===== config.mk =====
export PLATFORM = sky130hd
export DESIGN_NAME = tba_div
export DESIGN_NICKNAME = d
export VERILOG_FILES = /design/src/sv/tba_pkg.sv /design/src/sv/tba_div.sv
export SDC_FILE = /design/constraint.sdc
export NUM_CORES = 1
export LEC_CHECK = 0
export BUFFER_PORTS_ARGS = -buffer_cell sky130_fd_sc_hd__buf_2
export CORE_ASPECT_RATIO = 1.75
export CORE_MARGIN = 3
export CORE_UTILIZATION = 35
export CTS_CLUSTER_DIAMETER = 120
export DETAILED_ROUTE_END_ITERATION = 16
export GPL_ROUTABILITY_DRIVEN = 0
export PLACE_DENSITY = 0.51
export SYNTH_ARGS = -nofsm -noshare
export SYNTH_HDL_FRONTEND = slang
export SYNTH_SLANG_ARGS = --single-unit

===== constraint.sdc =====
create_clock -name aclk -period 3 [get_ports aclk]
set_clock_uncertainty 0.1 [all_clocks]
set_input_delay 0.3 -clock aclk [delete_from_list [all_inputs] [get_ports aclk]]
set_output_delay 0.3 -clock aclk [all_outputs]
set_load 0.01 [all_outputs]

===== src/sv/tba_pkg.sv =====
// shared constants, register codes and helper functions of the time bucket aggregator
package tba_pkg;

    // default storage depth of one bucket
    localparam int MAX_GROUP_DEF = 64;

    // fixed field widths
    localparam int TIME_W    = 32;
    localparam int VAL_W     = 32;
    localparam int OUT_VAL_W = 40;
    localparam int CNT_OUT_W = 7;
    localparam int MODE_W    = 3;
    localparam int CFG_IDX_W = 2;
    localparam int CFG_DAT_W = 32;

    localparam logic [TIME_W-1:0] INTERVAL_RESET = 32'd1000;

    // aggregate mode codes, unused codes act as mean
    localparam logic [MODE_W-1:0] MODE_MEAN   = 3'd0;
    localparam logic [MODE_W-1:0] MODE_SUM    = 3'd1;
    localparam logic [MODE_W-1:0] MODE_MIN    = 3'd2;
    localparam logic [MODE_W-1:0] MODE_MAX    = 3'd3;
    localparam logic [MODE_W-1:0] MODE_MEDIAN = 3'd4;

    // configuration register indexes
    localparam logic [CFG_IDX_W-1:0] REG_BUCKET_INTERVAL = 2'd0;
    localparam logic [CFG_IDX_W-1:0] REG_AGGREGATE_MODE  = 2'd1;

    // clamp a wide signed value to the result value range
    function automatic logic signed [OUT_VAL_W-1:0] sat_value(input logic signed [63:0] x);
        logic signed [63:0] hi;
        logic signed [63:0] lo;
        hi = 64'sd549755813887;
        lo = -64'sd549755813888;
        if (x > hi) begin
            return hi[OUT_VAL_W-1:0];
        end else if (x < lo) begin
            return lo[OUT_VAL_W-1:0];
        end
        return x[OUT_VAL_W-1:0];
    endfunction

    // clamp a sample count to the count field
    function automatic logic [CNT_OUT_W-1:0] count_out(input logic [15:0] c);
        if (c > 16'd127) begin
            return 7'd127;
        end
        return c[CNT_OUT_W-1:0];
    endfunction

endpackage


===== src/sv/tba_div.sv =====
// iterative restoring divider for the bucket mean, one quotient bit per cycle
module tba_div import tba_pkg::*; #(
    parameter int SW = 39,
    parameter int CW = 7
) (
    input  logic                 aclk,
    input  logic                 aresetn,
    input  logic                 start,
    input  logic signed [SW-1:0] dividend,
    input  logic [CW-1:0]        divisor,
    output logic                 done,
    output logic signed [SW-1:0] quotient
);

    localparam int STEP_W = $clog2(SW + 1);

    logic              busy_reg;
    logic              done_reg;
    logic              neg_reg;
    logic [STEP_W-1:0] step_reg;
    logic [CW-1:0]     rem_reg;
    logic [SW-1:0]     q_reg;
    logic [CW-1:0]     div_reg;

    logic [CW:0]       trial;
    logic              fits;
    logic [SW-1:0]     mag;

    // one restoring step
    assign trial = {rem_reg, q_reg[SW-1]};
    assign fits  = trial >= {1'b0, div_reg};
    assign mag   = dividend[SW-1] ? SW'(-dividend) : SW'(dividend);

    always_ff @(posedge aclk) begin
        if (!aresetn) begin
            busy_reg <= 1'b0;
            done_reg <= 1'b0;
        end else begin
            done_reg <= 1'b0;
            if (start) begin
                busy_reg <= 1'b1;
                neg_reg  <= dividend[SW-1];
                q_reg    <= mag;
                rem_reg  <= '0;
                div_reg  <= divisor;
                step_reg <= '0;
            end else if (busy_reg) begin
                rem_reg  <= fits ? CW'(trial - {1'b0, div_reg}) : trial[CW-1:0];
                q_reg    <= {q_reg[SW-2:0], fits};
                step_reg <= step_reg + 1'b1;
                if (step_reg == STEP_W'(SW - 1)) begin
                    busy_reg <= 1'b0;
                    done_reg <= 1'b1;
                end
            end
        end
    end

    // truncation toward zero: apply the dividend sign to the magnitude quotient
    assign done     = done_reg;
    assign quotient = neg_reg ? -$signed(q_reg) : $signed(q_reg);

endmodule


==> summary.txt <==
Outcome
  – Status: complete, but fails checks
  – Failing checks: negative setup slack

Clocking
  – CTS H-tree depth: 3
  – Worst-path clk slew: 60 ps
  – CTS tree: built
  – Sink Count: 62
  – Worst-Skew Late Latency: around 330 ps
  – Hold_buf cts: 0
  – Root Driver: clkbuf_16
  – Clock buffer depth: 2
  – CTS buffer count: 9

Timing
  – Fin crit share: 1.01
  – Final worst slack: -24.4 ps
  – Final setup violation count: 2
  – Pins over their slew limit: 0
  – Post-layout min period: 3020 ps
  – Rel. slew slack: 0.600
  – Hold Violations, Final: 0
  – FMAX: 331 MHz
  – Hold slack: 46.8 ps
  – Slew @ Worst Pin: 599 ps
  – RSZ-0062 raised after global routing: true

Setup path
  – Slowest CP cell: or4_4
  – CP Buf/Inv Count: 1
  – Worst path cell trace: or4_4, or4_4, or2_4, o41ai_4, xnor2_1, buf_2
  – CP max FO: 5
  – Startpoint Class: flip-flop
  – CP top delay family: simple AND/OR/NAND/NOR gates
  – Cell repeated most along the worst path: or4_4
  – Endpoint type of the worst setup path: output pin
  – Max stage delay on crit path: 560 ps
  – WP data required: 2600 ps
  – Worst setup path category: flip-flop to output pin
  – WP data arrival: 2620 ps

Floorplan
  – # IOs: 89
  – Chip width: 93.3 um
  – Initial Utilization: 0.359
  – Die area: 0.0148 mm^2
  – Site Rows: 55
  – Die Y: 159 um
  – Core Box Area: 0.0130 mm^2

Routing
  – Post-DRT Antenna Nets: 0
  – Average via count per standard cell: between 5 and 6
  – WL per Instance: 17.2 um
  – Initial DRC count: 182
  – Routed vias: 4,202
  – Total wire length: 13.4 mm
  – DRC violation count after routing: 0
  – DRT Pass-1 Iters: 5

Pwr
  – Power Dens Cells: 476 mW/mm^2
  – Peak VDD IR: 0.199 mV
  – P_leak: approximately 0.0023 uW

Final layout
  – Finished Layout Cells: 783
  – Antenna diodes: 0
  – Share of layout cells above drive strength 1: 0.299
  – Final-stage net count: 668
  – Layout area overhead: 28.2%
  – Final instance area: approximately 0.006 mm^2
  – Filler instances: 1,286
  – Largest register FFs: 39

Yosys
  – Cell taking the most area after synthesis: edfxtp_1
  – FFs w/ async S/R, synth: 0
  – Post-synthesis cell type count: 53
  – Gate Count Post-Synth: roughly 500
  – Post-synthesis sequential area ratio: 0.395
  – Synth area leaders: edfxtp_1 (39%), xnor2_1 (9.8%), nor2_1 (3.7%), xor2_1 (3.6%), a21oi_1 (3.3%)
  – Top FF cell, synth: edfxtp_1
  – Number of synthesized flops with an enable pin: 60
  – Register bit count reported by yosys: 62
  – Post-synth top area share: 0.386
  – Synthesis Warnings: 0
  – Post-Syn Nets: 554
  – Cell area after synthesis: 0.00466 mm^2
  – Mean Syn Cell Area: ~9.5 um^2

Place
  – Dpl cells: around 750
  – I/O Buffers: ~90
  – Area post-placement: ~0.0054 mm^2
  – DP Wirelength: 10.1 mm
  – Pre-CTS worst setup slack: 84.4 ps

Global route
  – GR Overflow Total: 0
  – GRT Total Usage: 0.184
  – Initial antenna violation count: 1
  – First-pass GRT wire length: approximately 21 mm
  – Vias in the first global route: between 4,000 and 5,000
  – Largest net degree at the start of global routing: 39

Min path
  – Worst Hold Class: input port to flip-flop

Job
  – Max Cap Violations: 0
## synthesized netlist by cell type (11+ instances only)
| cell type | count |
|---|---|
| xor2_1 | 19 |
| nand3_1 | 16 |
| nor2_1 | 46 |
| o31ai_1 | 16 |
| nor3_1 | 16 |
| nand2_1 | 30 |
| inv_1 | 19 |
| ha_1 | 11 |
| edfxtp_1 | 60 |
| xnor2_1 | 52 |
| clkbuf_1 | 18 |
| o21ai_0 | 26 |
| o41ai_1 | 16 |
| a21oi_1 | 31 |
## timing repair
item / CTS / global route
pin swaps: 9 / 5
resized for setup: 13 / 9
endpoints found under the hold margin: 0 / 0
setup endpoints to repair: 16 / 15
buffers inserted: 11 / 2
## path summary, 6_finish.rpt
check / startpoint / end / slack, ps / cells past startpoint
worst min register to register: busy_reg / done / 340 / 2
worst max-delay path: q_reg[26] / quotient[38] / -20 / 6
worst max register to register: q_reg[38] / rem_reg[1] / 430 / 8
worst min-delay path: divisor[1] / div_reg[1] / 50 / 1
## metrics by stage
stage	utilization	TNS, ps	power [uW]
3_3_place_gp	0.419	0	1740
2_1_floorplan	-	0	1500
4_1_cts	0.455	-59.1	2860
6_report	0.460	-26.8	2840
3_5_place_dp	0.419	0	1750
5_1_grt	0.460	-785	2980
## where the power goes
group          switching [uW]  total [uW]  internal [uW]
clock                     366        1080            717
combinational             366         665            299
sequential               58.0        1100           1040
total                     790        2840           2050
## cells by family (layout without fill, tap and decap cells)
group                    count (synthesis)  count (layout)  synth area share
AND/OR/NAND/NOR                        171             171             0.197
AO/OA/AOI/OAI                          122             122             0.177
XOR/XNOR                                71              71             0.133
flip-flops                              62              62             0.395
buffers and inverters                   43             162            0.0357
adder cells (fa/ha/maj)                 12              12            0.0338
multiplexers                            12              12            0.0279
## final cells by class
type,instances,area [um^2],area share
Clock buffer,10,229,0.0383
Tap cell,171,214,0.0358
Sequential cell,62,1840,0.308
Inverter,19,71.3,0.0119
Multi-Input combinational cell,388,2780,0.466
Timing Repair Buffer,127,762,0.127
Clock inverter,6,76.3,0.0128
## layer usage
metal,vias up,global-route usage,routed length [um]
li1,2065,-,-
met1,1992,0.204,5180
met2,114,0.342,7260
met3,29,0.0345,621
met4,2,0.0734,360
met5,-,0,13
## cells in the final DEF (no fill, tap or decap), drive strengths merged, types with 10 or more instances in the layout
| cell | instances |
|---|---|
| o21ai | 27 |
| nand2 | 30 |
| nor3 | 16 |
| nand3 | 16 |
| or2 | 11 |
| inv | 19 |
| buf | 127 |
| nor2 | 46 |
| xnor2 | 52 |
| o41ai | 20 |
| nor2b | 10 |
| edfxtp | 60 |
| nor4 | 12 |
| xor2 | 19 |
| a21oi | 31 |
| a31oi | 10 |
| o31ai | 16 |
| clkbuf | 10 |
| ha | 11 |
Note: power is estimated with default switching activity, not from simulation.
